### config.mk
export PLATFORM = sky130hd
export DESIGN_NAME = swmf_cell
export DESIGN_NICKNAME = d
export VERILOG_FILES = /design/src/hdl/swmf_pkg.sv /design/src/hdl/swmf_cell.sv
export SDC_FILE = /design/constraint.sdc
export NUM_CORES = 1
export LEC_CHECK = 0
export BUFFER_PORTS_ARGS = -buffer_cell sky130_fd_sc_hd__buf_2
export CORE_MARGIN = 5
export CORE_UTILIZATION = 50
export CTS_CLUSTER_DIAMETER = 80
export CTS_CLUSTER_SIZE = 24
export DETAILED_ROUTE_END_ITERATION = 6
export PLACE_DENSITY = 0.81
export RECOVER_POWER = 50
export SLEW_MARGIN = 20
export SYNTH_ARGS = -nofsm -noshare
export SYNTH_HDL_FRONTEND = slang
export SYNTH_SLANG_ARGS = --single-unit
### constraint.sdc
create_clock -name clk -period 5.22 [get_ports clk]
set_input_delay 0.261 -clock clk [delete_from_list [all_inputs] [get_ports clk]]
set_output_delay 0.261 -clock clk [all_outputs]
set_load 0.005 [all_outputs]
### src/hdl/swmf_pkg.sv
// Package: shared constants, register map and types of the sliding-window max filter.
`default_nettype none
package swmf_pkg;

  // Defaults for the top-level parameters
  localparam int SAMPLE_WIDTH_DEF = 16;
  localparam int WINDOW_MAX_DEF   = 64;

  // Configuration register and counters
  localparam int CFG_W    = 7;
  localparam int AGE_W    = 7;
  localparam int FILL_W   = 7;
  localparam int ADDR_W   = 3;
  localparam int DATA_W   = 32;

  localparam logic [AGE_W-1:0]  AGE_SAT  = '1;
  localparam logic [FILL_W-1:0] FILL_SAT = '1;
  localparam logic [CFG_W-1:0]  WINDOW_RESET = 7'd1;

  // Word index of each register (paddr above the byte-lane bits)
  localparam logic [ADDR_W-3:0] REG_WINDOW_SIZE = 1'b0;

  // Broadcast control shared by every cell in the chain
  typedef struct packed {
    logic step;   // a sample word is accepted this cycle
    logic purge;  // shift the chain toward the front, no new entry
    logic drop;   // cells take their state from the right neighbor
    logic clr;    // new sequence: all held entries are discarded
  } cell_ctrl_t;

  // Control part of one queue entry
  typedef struct packed {
    logic             valid;
    logic [AGE_W-1:0] age;
  } cell_st_t;

endpackage
`default_nettype wire

### src/hdl/swmf_cell.sv
// One cell of the monotonic queue chain: holds a value and its age.
`default_nettype none
module swmf_cell #(
  parameter int SAMPLE_WIDTH = swmf_pkg::SAMPLE_WIDTH_DEF
) (
  input  logic                           clk,
  input  logic                           rst_n,
  input  swmf_pkg::cell_ctrl_t           ctrl,
  input  logic signed [SAMPLE_WIDTH-1:0] sample,
  input  logic                           left_keep,
  input  swmf_pkg::cell_st_t             right_st,
  input  logic signed [SAMPLE_WIDTH-1:0] right_value,
  output swmf_pkg::cell_st_t             cur_st,
  output logic signed [SAMPLE_WIDTH-1:0] cur_value,
  output logic                           keep,
  output logic signed [SAMPLE_WIDTH-1:0] step_value
);
  import swmf_pkg::*;

  cell_st_t                       st_r, st_nxt;
  logic signed [SAMPLE_WIDTH-1:0] value_r, value_nxt;
  cell_st_t                       src_st;
  logic signed [SAMPLE_WIDTH-1:0] src_value;

  // Source entry: own, or the right neighbor's when the front entry expires
  always_comb begin
    src_st    = ctrl.drop ? right_st    : st_r;
    src_value = ctrl.drop ? right_value : value_r;
  end

  // Entry survives unless the new sample is strictly larger (keep is a prefix)
  assign keep       = src_st.valid && !ctrl.clr && !(src_value < sample);
  assign step_value = keep ? src_value : sample;

  // Next state: keep the entry, take the new sample at the first free slot,
  // or go empty
  always_comb begin
    st_nxt    = st_r;
    value_nxt = value_r;
    if (ctrl.step) begin
      value_nxt = step_value;
      if (keep) begin
        st_nxt.valid = 1'b1;
        st_nxt.age   = (src_st.age == AGE_SAT) ? src_st.age : src_st.age + 1'b1;
      end else if (left_keep) begin
        st_nxt.valid = 1'b1;
        st_nxt.age   = '0;
      end else begin
        st_nxt.valid = 1'b0;
      end
    end else if (ctrl.purge) begin
      st_nxt    = src_st;
      value_nxt = src_value;
    end
  end

  always_ff @(posedge clk) begin
    if (!rst_n) begin
      st_r.valid <= 1'b0;
    end else begin
      st_r <= st_nxt;
    end
  end

  always_ff @(posedge clk) begin
    value_r <= value_nxt;
  end

  assign cur_st    = st_r;
  assign cur_value = value_r;

endmodule
`default_nettype wire

==> out/summary.txt <==
total number of placement rows: 24
Setup Total Neg Slack: 0 ns
leakage power: 1.231 nW
Reg clk slew, reported paths: 0.08 ns
antenna diode count: 0
start point of the critical path: ctrl[1]
Total GRT Usage: 0.1686
Max VDD drop: 0.1014 mV
number of buffers added by the clock tree synthesis step: 3
top routing layer in use: met4
count of vias placed by the detailed router: 1763
post-route fraction of the period consumed by the critical path: 0.6921
Initial DRC Count: 71
number of max-cap violations: 0
# DRC: 0
total wire length: 5010 um
Critical path destination: step_value[15]
areal power density over the cells: 219.9 nW/um2
sequential element share of the synthesized area: 0.3189
Pre-antenna DRT Iters: 5
cell count after synthesis: 184
Post-Synthesis Cell Area: 2228 um2
IO Port Bufs: 87
area added between synthesis and finish: 20.44%
setup-violating endpoint count in the final report: 0
post-synthesis cell type with the largest combined area: sky130_fd_sc_hd__edfxtp_1
Post-DRT Antenna Nets: 0
total of fill cells in the finished design: 368
endpoint class of the critical path: primary output
number of synthesized register bits: 24
total number of yosys warnings: 0
initial antenna violation count: 0
area taken by flip-flops and latches: 710.7 um2
wire length per cell: 15.66 um
detailed-routing wirelength on met1: 2095 um
min setup slack post-route: 1.607 ns
Cell Chain, Critical Path: buf_2 -> mux2_2 -> ha_1 -> nand4_1 -> a311oi_1 -> o31ai_2 -> a21oi_4 -> mux2_2 -> buf_2
die width: 76.76 um
worst setup slack for register-to-register paths: 2.07 ns
Num Clock Sinks: 24
crit path max-delay cell type: sky130_fd_sc_hd__a21oi_4
starting density of the core: 0.5118
type of the worst setup path: in2out
first-pass GRT wire length: 8259 um
HPWL reported at the end of detailed placement: 3920 um
slew margin rel.: 0.09581
reg2reg start: cur_value[3]$_DFFE_PN_
proportion of layout cells with a drive suffix above 1: 0.5149
number of nets in the finished design: 332
worst reg2reg endpoint: cur_st[5]$_DFFE_PP_
H-Tree Depth: 1
area taken by multi-input logic gates: 1376 um2
unrepaired setup endpoints after global routing: false
required arrival time at the worst endpoint: 4.96 ns
Routed met2 length: 2499 um
total power after layout: 590.1 uW
maximum number of pins on one net before global-route repair: 29
Period minus WS final: 3.613 ns
maximum number of buffers from clock root to sink: 2
routability congestion estimate: 0.8059
FMAX: 276.8 MHz
result of the run: finished, final reports clean
Root Buffer Master: sky130_fd_sc_hd__clkbuf_8
Die H: 76.76 um
hold buffers post-CTS: 0
clock tree from TritonCTS: yes
final setup skew: 0.008479 ns
number of enable-type register cells in the synthesized netlist: 23
Inst Count DP: 316
Yosys top cell area share: 0.3099
crit path DAT: 3.35 ns
post-route worst hold slack: 0.2434 ns
Setup crit start kind: input pin
setup repair bufs after CTS: 0
Hold Path Class: in2reg
count of pins on the block boundary: 88
async set or reset register ratio after synthesis: 0
hold violation count in the final report: 0
worst-path fanout max: 28
overall overflow remaining after global route: 0
most area-consuming cells after synthesis: sky130_fd_sc_hd__edfxtp_1 (31%), sky130_fd_sc_hd__mux2_2 (16%), sky130_fd_sc_hd__mux2_4 (14%), sky130_fd_sc_hd__ha_1 (9.0%), sky130_fd_sc_hd__inv_1 (3.0%)
number of distinct standard cells referenced by the synthesized netlist: 46
Post-Synthesis Net Count: 247
number of global-route vias before repair: 1745
worst stage delay on the critical path: 0.63 ns
mean area per synthesized cell: 12.11 um2
predominant post-synthesis flop cell: sky130_fd_sc_hd__edfxtp_1
WL met3: 336 um
Final Non-Filler Cells: 320
detailed-route vias per instance: 5.509
count of final max-slew check failures: 0
Post-Place Worst Slack: 1.571 ns
Worst Reg2Reg Path Length in Cells: 7
DIE AREA: 5892 um2
source-to-sink clock delay at the later pin of the worst-skew pair: 0.27 ns
Worst Max-Slew Pin Slew: 1.356 ns
total core area: 4354 um2
PostCTS Resize Cnt: 0
## report_power, final
part	switching, mW	internal (mW)
clock network	0.0616	0.0546
registers	0.0102	0.238
logic	0.107	0.119
## state kept, by name, indices dropped and copies added, names as in the netlist
signal,cells
cur_st,8
cur_value,16
## layout make-up
type,count,area share
Sequential cell,24,0.2648
Inverter,18,0.02517
Clock buffer,4,0.01678
Tap cell,52,0.02424
Timing Repair Buffer,87,0.1562
Multi-Input combinational cell,135,0.5128
## cell usage in the layout (no fill, tap or decap), types with 2 or more instances in the layout
cell / netlist / routed
sky130_fd_sc_hd__nand2b_1: 2 / 2
sky130_fd_sc_hd__a21boi_0: 3 / 3
sky130_fd_sc_hd__clkbuf_8: 0 / 3
sky130_fd_sc_hd__mux2_2: 31 / 31
sky130_fd_sc_hd__a21oi_1: 5 / 5
sky130_fd_sc_hd__ha_1: 16 / 16
sky130_fd_sc_hd__mux2i_1: 6 / 6
sky130_fd_sc_hd__o211a_1: 2 / 2
sky130_fd_sc_hd__nor3_1: 2 / 2
sky130_fd_sc_hd__o21bai_1: 2 / 2
sky130_fd_sc_hd__nand4_1: 2 / 2
sky130_fd_sc_hd__inv_1: 18 / 18
sky130_fd_sc_hd__edfxtp_1: 23 / 23
sky130_fd_sc_hd__nand3_1: 3 / 3
sky130_fd_sc_hd__mux2_4: 21 / 21
sky130_fd_sc_hd__o21ai_0: 2 / 2
sky130_fd_sc_hd__nand2_1: 9 / 9
sky130_fd_sc_hd__buf_2: 2 / 74
sky130_fd_sc_hd__clkbuf_1: 1 / 14
sky130_fd_sc_hd__nor2_1: 2 / 2
sky130_fd_sc_hd__a22oi_1: 3 / 3
sky130_fd_sc_hd__o211ai_1: 2 / 2
## cells in the mapped netlist (3+ instances only)
master                     instances
sky130_fd_sc_hd__a21boi_0          3
sky130_fd_sc_hd__a21oi_1           5
sky130_fd_sc_hd__a22oi_1           3
sky130_fd_sc_hd__buf_6             3
sky130_fd_sc_hd__edfxtp_1         23
sky130_fd_sc_hd__ha_1             16
sky130_fd_sc_hd__inv_1            18
sky130_fd_sc_hd__mux2_2           31
sky130_fd_sc_hd__mux2_4           21
sky130_fd_sc_hd__mux2i_1           6
sky130_fd_sc_hd__nand2_1           9
sky130_fd_sc_hd__nand3_1           3
## metal layers
metal,vias up,global-route usage
li1,873,-
met1,812,0.2086
met2,69,0.2912
met3,9,0.03513
met4,0,0.05245
met5,-,0
## worst min-delay path by stage
stage               start                     end  slack, ns  cells past startpoint
floorplan           rst_n  cur_st[7]$_SDFFE_PN0N_       0.41                      1
global placement    rst_n  cur_st[7]$_SDFFE_PN0N_       0.53                      2
detailed placement  rst_n  cur_st[7]$_SDFFE_PN0N_       0.53                      2
CTS                 rst_n  cur_st[7]$_SDFFE_PN0N_       0.24                      2
global route        rst_n  cur_st[7]$_SDFFE_PN0N_       0.24                      2
finish              rst_n  cur_st[7]$_SDFFE_PN0N_       0.24                      2
## stage by stage
stage               utilization  cell area, um2
global placement         0.6112            2661
global route             0.6164            2684
detailed placement       0.6112            2661
finish                   0.6164            2684
CTS                      0.6216            2706
floorplan                     -            2228
## cells by family after synthesis
| logic type | count (synthesis) | share of synthesized area |
|---|---|---|
| DFF | 24 | 0.3189 |
| buffers and inverters | 25 | 0.06064 |
| muxes | 58 | 0.3251 |
| adders and majority gates | 16 | 0.08984 |
| xor gates and xnor gates | 1 | 0.003931 |
| and+or+nand+nor | 29 | 0.07300 |
| AOI/OAI and AO/OA | 31 | 0.1286 |
## critical path, delay by kind of cell
| kind | cells | cell delay, ns |
|---|---|---|
| compound gates | 3 | 1.12 |
| mux | 2 | 0.86 |
| buf+inv | 2 | 0.64 |
| fa+ha+maj | 1 | 0.32 |
| simple gates | 1 | 0.14 |
Note: power is estimated with default switching activity, not from simulation.
