<file path="src/hdl/swmf_pkg.sv">
// Package: shared constants, register map and types of the sliding-window max filter.
`default_nettype none
package swmf_pkg;

  // Defaults for the top-level parameters
  localparam int SAMPLE_WIDTH_DEF = 16;
  localparam int WINDOW_MAX_DEF   = 64;

  // Configuration register and counters
  localparam int CFG_W    = 7;
  localparam int AGE_W    = 7;
  localparam int FILL_W   = 7;
  localparam int ADDR_W   = 3;
  localparam int DATA_W   = 32;

  localparam logic [AGE_W-1:0]  AGE_SAT  = '1;
  localparam logic [FILL_W-1:0] FILL_SAT = '1;
  localparam logic [CFG_W-1:0]  WINDOW_RESET = 7'd1;

  // Word index of each register (paddr above the byte-lane bits)
  localparam logic [ADDR_W-3:0] REG_WINDOW_SIZE = 1'b0;

  // Broadcast control shared by every cell in the chain
  typedef struct packed {
    logic step;   // a sample word is accepted this cycle
    logic purge;  // shift the chain toward the front, no new entry
    logic drop;   // cells take their state from the right neighbor
    logic clr;    // new sequence: all held entries are discarded
  } cell_ctrl_t;

  // Control part of one queue entry
  typedef struct packed {
    logic             valid;
    logic [AGE_W-1:0] age;
  } cell_st_t;

endpackage
`default_nettype wire

</file>
<file path="src/hdl/swmf_out_if.sv">
// Interface: result channel (valid/ready with the window maximum).
`default_nettype none
interface swmf_out_if #(
  parameter int SAMPLE_WIDTH = swmf_pkg::SAMPLE_WIDTH_DEF
) ();
  logic                           valid;
  logic                           ready;
  logic signed [SAMPLE_WIDTH-1:0] window_max;

  modport source (output valid, window_max, input ready);
  modport sink   (input valid, window_max, output ready);
endinterface
`default_nettype wire

</file>
<file path="src/hdl/swmf_obuf.sv">
// Two-word output buffer: decouples the queue from a stalled result sink.
`default_nettype none
module swmf_obuf #(
  parameter int SAMPLE_WIDTH = swmf_pkg::SAMPLE_WIDTH_DEF
) (
  input  logic                           clk,
  input  logic                           rst_n,
  input  logic                           push,
  input  logic signed [SAMPLE_WIDTH-1:0] push_value,
  output logic                           full,
  swmf_out_if.source                     out_chan
);
  import swmf_pkg::*;

  logic [1:0]                     count_r, count_nxt;
  logic signed [SAMPLE_WIDTH-1:0] head_r, head_nxt;
  logic signed [SAMPLE_WIDTH-1:0] tail_r, tail_nxt;
  logic                           pop;

  assign pop                 = out_chan.valid && out_chan.ready;
  assign out_chan.valid      = (count_r != 2'd0);
  assign out_chan.window_max = head_r;
  assign full                = (count_r == 2'd2);

  // Head is the word on the port; tail holds the word behind it
  always_comb begin
    count_nxt = count_r;
    head_nxt  = head_r;
    tail_nxt  = tail_r;
    case ({push, pop})
      2'b10: begin
        if (count_r == 2'd0) head_nxt = push_value;
        else tail_nxt = push_value;
        count_nxt = count_r + 2'd1;
      end
      2'b01: begin
        head_nxt  = tail_r;
        count_nxt = count_r - 2'd1;
      end
      2'b11: begin
        if (count_r == 2'd1) begin
          head_nxt = push_value;
        end else begin
          head_nxt = tail_r;
          tail_nxt = push_value;
        end
      end
      default: ;
    endcase
  end

  always_ff @(posedge clk) begin
    if (!rst_n) begin
      count_r <= 2'd0;
    end else begin
      count_r <= count_nxt;
    end
  end

  always_ff @(posedge clk) begin
    head_r <= head_nxt;
    tail_r <= tail_nxt;
  end

endmodule
`default_nettype wire

</file>
<file path="src/flat_wrapper.sv">
// flat-port wrapper written by rule: the top's interface ports become plain ports
module swmf_obuf_flat import swmf_pkg::*;
#(
  parameter int SAMPLE_WIDTH = swmf_pkg::SAMPLE_WIDTH_DEF
)
  (clk, rst_n, push, push_value, full, out_chan_valid, out_chan_window_max, out_chan_ready);
  swmf_out_if #(.SAMPLE_WIDTH(SAMPLE_WIDTH)) out_chan_i ();
  input  logic clk;
  input  logic rst_n;
  input  logic push;
  input  logic signed [SAMPLE_WIDTH-1:0] push_value;
  output logic full;
  output wire logic [$bits(out_chan_i.valid)-1:0] out_chan_valid;
  output wire logic [$bits(out_chan_i.window_max)-1:0] out_chan_window_max;
  input wire logic [$bits(out_chan_i.ready)-1:0] out_chan_ready;
  assign out_chan_valid = out_chan_i.valid;
  assign out_chan_window_max = out_chan_i.window_max;
  assign out_chan_i.ready = out_chan_ready;
  swmf_obuf #(.SAMPLE_WIDTH(SAMPLE_WIDTH)) u_core (.clk(clk), .rst_n(rst_n), .push(push), .push_value(push_value), .full(full), .out_chan(out_chan_i));
endmodule
</file>
<file path="config.mk">
export PLATFORM = sky130hd
export DESIGN_NAME = swmf_obuf_flat
export DESIGN_NICKNAME = d
export VERILOG_FILES = /design/src/hdl/swmf_pkg.sv /design/src/hdl/swmf_out_if.sv /design/src/hdl/swmf_obuf.sv /design/src/flat_wrapper.sv
export SDC_FILE = /design/constraint.sdc
export NUM_CORES = 1
export LEC_CHECK = 0
export ABC_CLOCK_PERIOD_IN_PS = 2800
export BUFFER_PORTS_ARGS = -buffer_cell sky130_fd_sc_hd__buf_2
export CAP_MARGIN = 20
export CELL_PAD_IN_SITES_DETAIL_PLACEMENT = 1
export CELL_PAD_IN_SITES_GLOBAL_PLACEMENT = 2
export CORE_ASPECT_RATIO = 1.1
export CORE_MARGIN = 2
export CORE_UTILIZATION = 37
export CTS_BUF_LIST = sky130_fd_sc_hd__clkbuf_8
export DETAILED_ROUTE_END_ITERATION = 10
export PLACE_DENSITY = 0.93
export SLEW_MARGIN = 20
export SYNTH_ARGS = -nofsm -noshare
export SYNTH_HDL_FRONTEND = slang
export SYNTH_SLANG_ARGS = --single-unit
export TNS_END_PERCENT = 100
</file>
<file path="constraint.sdc">
create_clock -name clk -period 2.8 [get_ports clk]
set_input_delay 0.56 -clock clk [delete_from_list [all_inputs] [get_ports clk]]
set_output_delay 0.56 -clock clk [all_outputs]
set_load 0.02 [all_outputs]
</file>
==> metrics.txt, run 1 <==
nets 162; biggest area consumer among synthesized cells edfxtp_1; first-pass GRT wire length 4609 um; PortBufs 37; CTS Hold Bufs 0; share of cells above drive strength 1 39.55%; final WL 2800 um; Final HPWL DP 2175 um; CP Launch Type flip-flop; GR Overflow Total 0; Leak 0.0007405 uW; RePlAce Congestion 0.7525; Mapped Cells 86; Seq/Total Area, Yosys 71.36%; vias per cell 4.908; outcome completed; Max clock buf depth 2; Post-Syn Nets 115; Placed Instances 176; Final Util 49.93%; Max-Cap Viols 0; asr flop ratio synth 0%; antenna violations before repair 0; RSZ-0062 raised after global routing false; DRT antenna net count 0; Max Clk Rate 457.5 MHz; design area 1810 sq um; # setup viols final 0; CP required 2.79 ns; Starting Density 38.68%; area delta synth->final 29.08%; share of the synthesized area in the top cell type 68.51%; wire per inst 15.22 um; Post-CTS Resized 0; Post-DP Area 1673 sq um; via count 903; TNS Setup 0 ns; grt peak-use layer met2; First DRT Iteration DRCs 38; most numerous cell in the Yosys netlist edfxtp_1; count of cell types in the netlist 16; num rows 23; CTS tree done; Slew HR 68.73%; Mean Syn Cell Area 16.31 sq um; type of the worst min-delay path input port to flip-flop; Final Critical Period 2.186 ns; Min-Delay Path Depth 1; met3 GRT Util 3.084%; synth warn 0; Post-Syn Area 1403 sq um; worst-margin pin slew 0.4690 ns; CP Class flip-flop to flip-flop; Die X-Extent 62.71 um; Die ar. 4300 sq um; PD cells 967.9 nW/um^2; final non-filler cell total 184; met2 Resource Use GR 27.69%; synth top area cells edfxtp_1, a22o_1, ha_1, dfxtp_1, inv_1; R2R depth 9; Primary FF master, synth edfxtp_1; Post-CTS Setup Repair Bufs 0; Final Hold Violating Endpoints 0; clk_lat worst skew 0.29 ns; clock root cell clkbuf_8; clk sink count 34; DRC Markers 0; Die Ht 68.58 um; crit-path max FO 9; most frequent cells after synthesis edfxtp_1, a22o_1, ha_1; skew final 0.01201 ns; Num CTS Buffers 5; largest net degree at the start of global routing 17; met1 Track Usage GR 15.43%; final period utilization 78.06%; Ports 38; register bit total from synthesis 34; Arrival @ worst endpoint 2.18 ns; TritonRoute pass-1 iters 4; Worst-path clk slew 0.08 ns; global-route usage over all layers 14.93%; VDD IR max 0.3189 mV; Final Slew Violations 0; core area 3626 sq um; fillers 388; H-Tree Depth 2; Antenna Cells 0; EDFF count, synth 32; number of global-route vias before repair 953; CP endpoint kind flip-flop
-- worst max-delay path: stages, from the launching register on --
cell and delay (ns):
dfxtp_1 0.40, inv_1 0.08, ha_1 0.23, nor2b_1 0.29, inv_1 0.11, ha_1 0.21, nand2_1 0.06, o21ai_0 0.08
a21oi_1 0.22, buf_4 0.22
-- per-layer routing --
| metal | wire length [um] | part of all wire (%) | up-vias |
|---|---|---|---|
| met5 | 0 | 0 | - |
| met4 | 81 | 2.9 | 0 |
| met3 | 163 | 5.8 | 8 |
| met2 | 1506 | 54 | 37 |
| met1 | 1048 | 37 | 434 |
| li1 | - | - | 424 |
-- cells by family (layout without fill, tap and decap cells) --
kind of cell,after synthesis,after routing,share of synthesized area (%)
adders and majority gates,9,9,8.029
DFF,34,34,71.36
and+or+nand+nor,6,6,1.784
buffers and inverters,8,56,2.141
AOI/OAI and AO/OA,28,28,16.06
xor gates and xnor gates,1,1,0.6246
-- through the flow --
step | power, uW | worst slack (ns) | hold WS (ns)
detailed placement | 1233 | 0.6094 | 0.5237
CTS | 1770 | 0.5851 | 0.4524
finish | 1752 | 0.6143 | 0.4593
global route | 1842 | 0.3920 | 0.4458
floorplan | 1067 | 0.2885 | 0.4896
global placement | 1200 | 0.7566 | 0.5016
-- flip-flops by register name (all words and copies together) (netlist names) --
register,flops
u_core.count_r,2
u_core.out_chan.window_max,16
u_core.tail_r,16
-- area by class of cell --
type                       count  area (sq um)  area share (%)
multi-input combinational     44         371.6           20.53
tap                           50         62.56           3.455
clock inverter                 3         68.82           3.801
clock buffer                   5         68.82           3.801
timing repair buffer          40         207.7           11.47
sequential                    34          1001           55.29
inverter                       8         30.03           1.659
-- power breakdown --
| group | internal, uW | switching [uW] |
|---|---|---|
| clock network | 357 | 182 |
| logic | 160 | 299 |
| registers | 720 | 34.9 |
| total | 1240 | 516 |
-- path summary, 6_finish.rpt --
| kind | startpoint | endpoint | slack [ns] |
|---|---|---|---|
| max | u_core.count_r[0]$_SDFFE_PN0P_ | u_core.tail_r[11]$_DFFE_PP_ | 0.61 |
| min | push_value[7] | u_core.tail_r[7]$_DFFE_PP_ | 0.46 |
| max reg2reg | u_core.count_r[0]$_SDFFE_PN0P_ | u_core.tail_r[11]$_DFFE_PP_ | 0.61 |
| min reg2reg | u_core.count_r[0]$_SDFFE_PN0P_ | u_core.count_r[0]$_SDFFE_PN0P_ | 0.53 |
-- cells in the final DEF (no fill, tap or decap) --
master and instances:
buf_2 37, edfxtp_1 32, a22o_1 16, ha_1 9, inv_1 7, clkbuf_8 5
nand2_1 4, o21ai_2 3, o21ai_0 3, buf_4 3, o21ai_1 2, a21oi_1 2
bufinv_16 2, dfxtp_1 2, nor2b_1 1, inv_2 1, o21ai_4 1, xnor2_1 1
nor2_1 1, a21boi_0 1, clkinv_4 1
Note: power is estimated with default switching activity, not from simulation.
==> run 2: changes to the inputs <==
--- a/config.mk
+++ b/config.mk
@@ -5,17 +5,18 @@
 export SDC_FILE = /design/constraint.sdc
 export NUM_CORES = 1
 export LEC_CHECK = 0
-export ABC_CLOCK_PERIOD_IN_PS = 2800
+export ABC_AREA = 1
+export ABC_CLOCK_PERIOD_IN_PS = 2100
 export BUFFER_PORTS_ARGS = -buffer_cell sky130_fd_sc_hd__buf_2
 export CAP_MARGIN = 20
 export CELL_PAD_IN_SITES_DETAIL_PLACEMENT = 1
 export CELL_PAD_IN_SITES_GLOBAL_PLACEMENT = 2
 export CORE_ASPECT_RATIO = 1.1
 export CORE_MARGIN = 2
-export CORE_UTILIZATION = 37
+export CORE_UTILIZATION = 34
 export CTS_BUF_LIST = sky130_fd_sc_hd__clkbuf_8
 export DETAILED_ROUTE_END_ITERATION = 10
-export PLACE_DENSITY = 0.93
+export PLACE_DENSITY = 0.94
 export SLEW_MARGIN = 20
 export SYNTH_ARGS = -nofsm -noshare
 export SYNTH_HDL_FRONTEND = slang
==> constraint.sdc (replaced) <==
create_clock -name clk -period 2.1 [get_ports clk]
set_input_delay 0.42 -clock clk [delete_from_list [all_inputs] [get_ports clk]]
set_output_delay 0.42 -clock clk [all_outputs]
set_load 0.02 [all_outputs]
==> metrics.txt, run 2 <==
outcome completed; R2R depth 9 (unchanged); fillers 551 (+42%); biggest area consumer among synthesized cells edfxtp_1; Seq. cell area 1001 sq um (unchanged); number of global-route vias before repair 1218 (+28%); Final Hold Violating Endpoints 0 (unchanged); PortBufs 37 (unchanged); Worst R2R Start u_core.count_r[1]$_SDFFE_PN0P_; global-route usage over all layers 13.00% (-1.9 points); clk sink count 34 (unchanged); Worst-path clk slew 0.07 ns (about the same); largest family of logic cells by synthesized area simple AND/OR/NAND/NOR gates; worst-path cell chain inv_1 -> ha_1 -> inv_1 -> nand2_1 -> inv_1 -> ha_1 -> nand2_4 -> nand3_1 -> nand2_1; via count 1169 (+29%); DRT antenna net count 0 (unchanged); Bufs and invs on worst path 3 (unchanged); PD cells 1043 nW/um^2 (+7.8%); Num CTS Buffers 5 (unchanged); Pwr Total 2101 uW (+20%); Die Ht 76.29 um (+11%); Arrival @ worst endpoint 1.91 ns (-0.27 ns); CP Launch Type flip-flop; share of cells above drive strength 1 26.07% (-13 points); clock root cell clkbuf_8; EDFF count, synth 32 (unchanged); Placed Instances 259 (+47%); final WL 3149 um (+12%); Seq/Total Area, Yosys 61.97% (-9.4 points); DRC Markers 0 (unchanged); Die X-Extent 69.72 um (+11%); final non-filler cell total 267 (+45%); RePlAce Congestion 0.8302 (+10%); clock share of power 21.1% (-9.6 points); largest net degree at the start of global routing 17 (unchanged); Slew HR 81.55% (+13 points); max incr delay on CP 0.34 ns (-0.06 ns); num rows 26 (+13%); Mean Syn Cell Area 9.910 sq um (-39%); Max clock buf depth 2 (unchanged); Max Clk Rate 532.5 MHz (+16%); worst-margin pin slew 0.2767 ns (-0.1923 ns); VDD IR max 0.3640 mV (+14%); hold path startpoint push_value[7]; area delta synth->final 24.71%; crit-path max FO 16 (+7); final period utilization 89.42% (+11 points); Ports 38 (unchanged); Min-Delay Path Depth 1 (unchanged); RSZ-0062 raised after global routing false; CP endpoint kind flip-flop; area of the multi-input gates 494.2 sq um (+33%); Synth Area in XOR/XNOR 0% (-0.62 points); most frequent cells in the layout nand2_1, buf_2, edfxtp_1; met2 Resource Use GR 22.50% (-5.2 points); Final HPWL DP 2327 um (+7.0%); Hold Slack 0.3316 ns (-0.1277 ns); met1 Track Usage GR 15.31% (-0.12 points); Synth Area in Simple Gates 21.46% (+20 points); first-pass GRT wire length 5451 um (+18%); most common cell after layout, fill and taps aside nand2_1; Primary FF master, synth edfxtp_1; sequential cell fraction of total power 46.3% (+3.2 points); Final Critical Period 1.878 ns (-0.3078 ns); CP delay by family, top adder cells; grt peak-use layer met2; Switching Share 33.62% (+4.2 points); Antenna Cells 0 (unchanged); wire per inst 11.79 um (-22%); TritonRoute pass-1 iters 4 (unchanged); Hold EP u_core.tail_r[7]$_DFFE_PP_; nets 239 (+48%); GR Overflow Total 0 (unchanged); Synth Area in Compound Gates 0.9295% (-15 points); count of cell types in the netlist 13 (-3); Switch Pwr 706.5 uW (+37%); Final Slew Violations 0 (unchanged); most numerous cell in the Yosys netlist nand2_1; asr flop ratio synth 0% (unchanged); Synth Area in Adders 6.971% (-1.1 points); synth top area cells edfxtp_1, nand2_1, ha_1, inv_1, nand3_1; Mapped Cells 163 (+90%); Starting Density 34.97% (-3.7 points); synth warn 0 (unchanged); most frequent cells after synthesis nand2_1, edfxtp_1, inv_1; CP Class flip-flop to flip-flop; First DRT Iteration DRCs 70 (+84%); vias per cell 4.378 (-11%); Int Power 1395 uW (+13%); Leak 0.0009862 uW (+33%); clk_lat worst skew 0.28 ns (about the same); share of the synthesized area in the top cell type 59.49% (-9.0 points); antenna violations before repair 0 (unchanged); CTS tree done; # setup viols final 0 (unchanged); TNS Setup 0 ns (unchanged); CP required 2.13 ns (-0.66 ns); Post-Syn Area 1615 sq um (+15%); met3 GRT Util 3.042% (-0.042 points); reg2reg setup slack 0.22 ns (-0.39 ns); most used cell, CP inv_1; Post-Syn Nets 192 (+67%); skew final 0.005110 ns (-0.006896 ns); H-Tree Depth 2 (unchanged); register bit total from synthesis 34 (unchanged); Slowest cell on crit path dfxtp_1; Max-Cap Viols 0 (unchanged); mux share of post-synthesis cell area 0% (unchanged); Comb power frac 32.6% (+6.4 points); reg2reg end u_core.out_chan.window_max[9]$_DFFE_PP_; Die ar. 5319 sq um (+24%); core area 4619 sq um (+27%); type of the worst min-delay path input port to flip-flop
==> run 2: logic make-up (layout without fill, tap and decap cells) <==
group | count (synthesis) | count (layout)
adders and majority gates | 9 | 9
AOI/OAI and AO/OA | 3 | 3
DFF | 34 | 34
buffers and inverters | 33 | 81
and+or+nand+nor | 84 | 84
==> run 2: how the worst max path moves through the flow <==
| stage | to | slack (ns) | from | cells after the start |
|---|---|---|---|---|
| after global placement | u_core.out_chan.window_max[5]$_DFFE_PP_ | 0.18 | u_core.count_r[1]$_SDFFE_PN0P_ | 10 |
| after floorplan | u_core.tail_r[0]$_DFFE_PP_ | 0.008 | u_core.count_r[0]$_SDFFE_PN0P_ | 8 |
| final | u_core.out_chan.window_max[9]$_DFFE_PP_ | 0.22 | u_core.count_r[1]$_SDFFE_PN0P_ | 9 |
| after detailed placement | u_core.out_chan.window_max[8]$_DFFE_PP_ | 0.07 | u_core.count_r[1]$_SDFFE_PN0P_ | 10 |
| after CTS | u_core.out_chan.window_max[8]$_DFFE_PP_ | 0.06 | u_core.count_r[1]$_SDFFE_PN0P_ | 10 |
| after global routing | u_core.out_chan.window_max[3]$_DFFE_PP_ | 0.03 | u_core.count_r[1]$_SDFFE_PN0P_ | 9 |
==> run 2: layout make-up <==
type	count	area share, %
flip-flops and latches	34	49.69
repair buffers	43	12.67
clock inverters	3	0.6211
multi-input cells	96	24.53
well taps	56	3.478
clock buffers	5	3.416
inverters	30	5.590
==> run 2: metrics by stage <==
stage	util (%)	setup WS (ns)	instance area, sq um
2_1_floorplan	-	0.007747	1618
3_3_place_gp	41.47	0.1759	1916
3_5_place_dp	41.47	0.06926	1916
4_1_cts	43.23	0.06228	1997
5_1_grt	43.61	0.03483	2014
6_report	43.61	0.2221	2014
==> run 2: worst register-to-register path: cells and delay by family, from the launching register on <==
family / cells / cell delay (ns)
fa+ha+maj: 2 / 0.53
simple gates: 4 / 0.46
flops: 1 / 0.34
buf+inv: 3 / 0.31
==> run 2: power by group through the flow <==
stage               clock [uW]  sequential [uW]  combinational [uW]
floorplan                    0             1100                 320
global placement             0              987                 675
detailed placement           0              991                 684
CTS                        459              976                 687
global route               483              989                 769
finish                     444              973                 685
==> run 2: repair_timing <==
item,4_1_cts,5_1_grt
gates resized for setup,0,5
setup buffers,0,0
hold buffers,0,0
endpoints found under the setup margin,0,29
==> run 2: per-layer routing <==
metal  vias up  part of all wire [%]  wire length [um]
li1        606                     -                 -
met1       537                    43              1347
met2        24                    53              1665
met3         2                   3.7               115
met4         0                  0.60                19
met5         -                     0                 0
==> run 3: changes to the inputs <==
--- a/config.mk
+++ b/config.mk
@@ -11,13 +11,12 @@
 export CAP_MARGIN = 20
 export CELL_PAD_IN_SITES_DETAIL_PLACEMENT = 1
 export CELL_PAD_IN_SITES_GLOBAL_PLACEMENT = 2
-export CORE_ASPECT_RATIO = 1.1
+export CORE_ASPECT_RATIO = 0.9
 export CORE_MARGIN = 2
 export CORE_UTILIZATION = 34
 export CTS_BUF_LIST = sky130_fd_sc_hd__clkbuf_8
 export DETAILED_ROUTE_END_ITERATION = 10
 export PLACE_DENSITY = 0.94
-export SLEW_MARGIN = 20
 export SYNTH_ARGS = -nofsm -noshare
 export SYNTH_HDL_FRONTEND = slang
 export SYNTH_SLANG_ARGS = --single-unit
==> metrics.txt, run 3 (same netlist as run 2, synthesis figures left out) <==
design area 2043 sq um (+1.4%); crit-path max FO 7 (-9); Final HPWL DP 2606 um (+12%); Max Clk Rate 530.0 MHz (-0.47%); RSZ-0062 raised after global routing false; clk sink count 34 (unchanged); global-route usage over all layers 15.13% (+2.1 points); outcome completed; worst-margin pin slew 0.2335 ns (-0.04323 ns); DRC Markers 0 (unchanged); skew final 0.005921 ns (+0.0008117 ns); CP Launch Type flip-flop; CP endpoint kind flip-flop; PortBufs 37 (unchanged); final period utilization 89.84% (+0.42 points); Die X-Extent 76.66 um (+9.9%); type of the worst min-delay path input port to flip-flop; first-pass GRT wire length 6154 um (+13%); Final Slew Violations 0 (unchanged); via count 1198 (+2.5%); number of global-route vias before repair 1293 (+6.2%); met2 Resource Use GR 27.24% (+4.7 points); Worst-path clk slew 0.07 ns (about the same); most frequent cells in the layout nand2_1, buf_2, edfxtp_1; Ports 38 (unchanged); met3 GRT Util 5.208% (+2.2 points); DRT antenna net count 0 (unchanged); First DRT Iteration DRCs 52 (-26%); Leak 0.0009847 uW (-0.15%); grt peak-use layer met2; # setup viols final 0 (unchanged); nets 239 (unchanged); fillers 538 (-2.4%); Pwr Total 2245 uW (+6.8%); area delta synth->final 26.49%; antenna violations before repair 0 (unchanged); H-Tree Depth 2 (unchanged); Max clock buf depth 2 (unchanged); vias per cell 4.404 (+0.60%); Die ar. 5319 sq um (about the same); core area 4518 sq um (-2.2%); RePlAce Congestion 0.7508 (-9.6%); share of cells above drive strength 1 26.67% (+0.60 points); VDD IR max 0.5497 mV (+51%); Post-DP Area 1896 sq um (-1.0%); Num CTS Buffers 5 (unchanged); TritonRoute pass-1 iters 4 (unchanged); largest net degree at the start of global routing 17 (unchanged); CP required 2.25 ns (+0.12 ns); Max-Cap Viols 0 (unchanged); CP Class flip-flop to flip-flop; Die Ht 69.39 um (-9.0%); met1 Track Usage GR 16.99% (+1.7 points); Starting Density 35.75% (+0.78 points); CTS tree done; final WL 3657 um (+16%); num rows 23 (-12%); Antenna Cells 0 (unchanged); clk_lat worst skew 0.29 ns (about the same); clock root cell clkbuf_8; Arrival @ worst endpoint 2.04 ns (+0.13 ns); Slew HR 84.43% (+2.9 points); PD cells 1099 nW/um^2 (+5.3%); wire per inst 13.44 um (+14%); Final Hold Violating Endpoints 0 (unchanged); reg2reg setup slack 0.21 ns (about the same); Final Critical Period 1.887 ns (+0.008775 ns); TNS Setup 0 ns (unchanged); GR Overflow Total 0 (unchanged); most common cell after layout, fill and taps aside nand2_1
## run 3: cell count changes in the layout (fill, tap and decap cells not counted)
cell / delta
buf_12: -1
bufinv_16: +1
inv_1: -1
clkinv_2: -1
ha_1: -1
buf_4: +1
ha_4: +1
## run 3: final timing paths
check	from	endpoint	cells past startpoint
setup / recovery	u_core.count_r[0]$_SDFFE_PN0P_	u_core.out_chan.window_max[2]$_DFFE_PP_	11
hold / removal	push_value[12]	u_core.tail_r[12]$_DFFE_PP_	1
setup reg to reg	u_core.count_r[0]$_SDFFE_PN0P_	u_core.out_chan.window_max[2]$_DFFE_PP_	11
hold reg to reg	u_core.count_r[0]$_SDFFE_PN0P_	u_core.count_r[0]$_SDFFE_PN0P_	3
## run 3: layout make-up
cell class / count / area, sq um / area share [%]
repair buffers: 43 / 242.7 / 11.88
well taps: 62 / 77.57 / 3.797
clock inverters: 2 / 33.78 / 1.653
inverters: 30 / 112.6 / 5.511
clock buffers: 5 / 68.82 / 3.368
flip-flops and latches: 34 / 1001 / 48.99
multi-input cells: 96 / 506.7 / 24.80
## run 3: critical path: stages, from the launching register on
cell and delay, ns:
dfxtp_1 0.34, inv_1 0.06, ha_1 0.20, inv_1 0.09
nand2_1 0.09, inv_1 0.18, ha_2 0.31, nor2_4 0.05
buf_4 0.16, nor2_1 0.12, nand2_1 0.08, nand2_1 0.07
## run 3: metal layers
layer	wire (um)	share of wire [%]	vias to the layer above
li1	-	-	605
met1	1539	42	563
met2	1954	53	26
met3	132	3.6	4
met4	31	0.85	0
met5	0	0	-
## run 3: where the power goes
part	switching (uW)	leakage, uW	internal (uW)	total [uW]
logic	464	0.000607	226	691
registers	38.7	0.000326	940	979
clock network	233	0.0000517	343	576
total	736	0.000985	1510	2240
## run 3: per-stage QoR
stage          worst slack [ns]  utilization [%]  hold slack, ns  cells
2_1_floorplan          0.007747                -          0.4791    163
3_3_place_gp             0.1577            41.96          0.5809    263
3_5_place_dp            0.03970            41.96          0.6055    263
4_1_cts                0.005116            44.23          0.3209    270
5_1_grt                0.004967            45.22          0.3129    272
6_report                 0.2133            45.22          0.3224    272
## run 3: what timing repair did
action | CTS | global route
buffers inserted | 0 | 2
endpoints found under the setup margin | 0 | 24
hold buffers | 0 | 0
resized for setup | 0 | 7
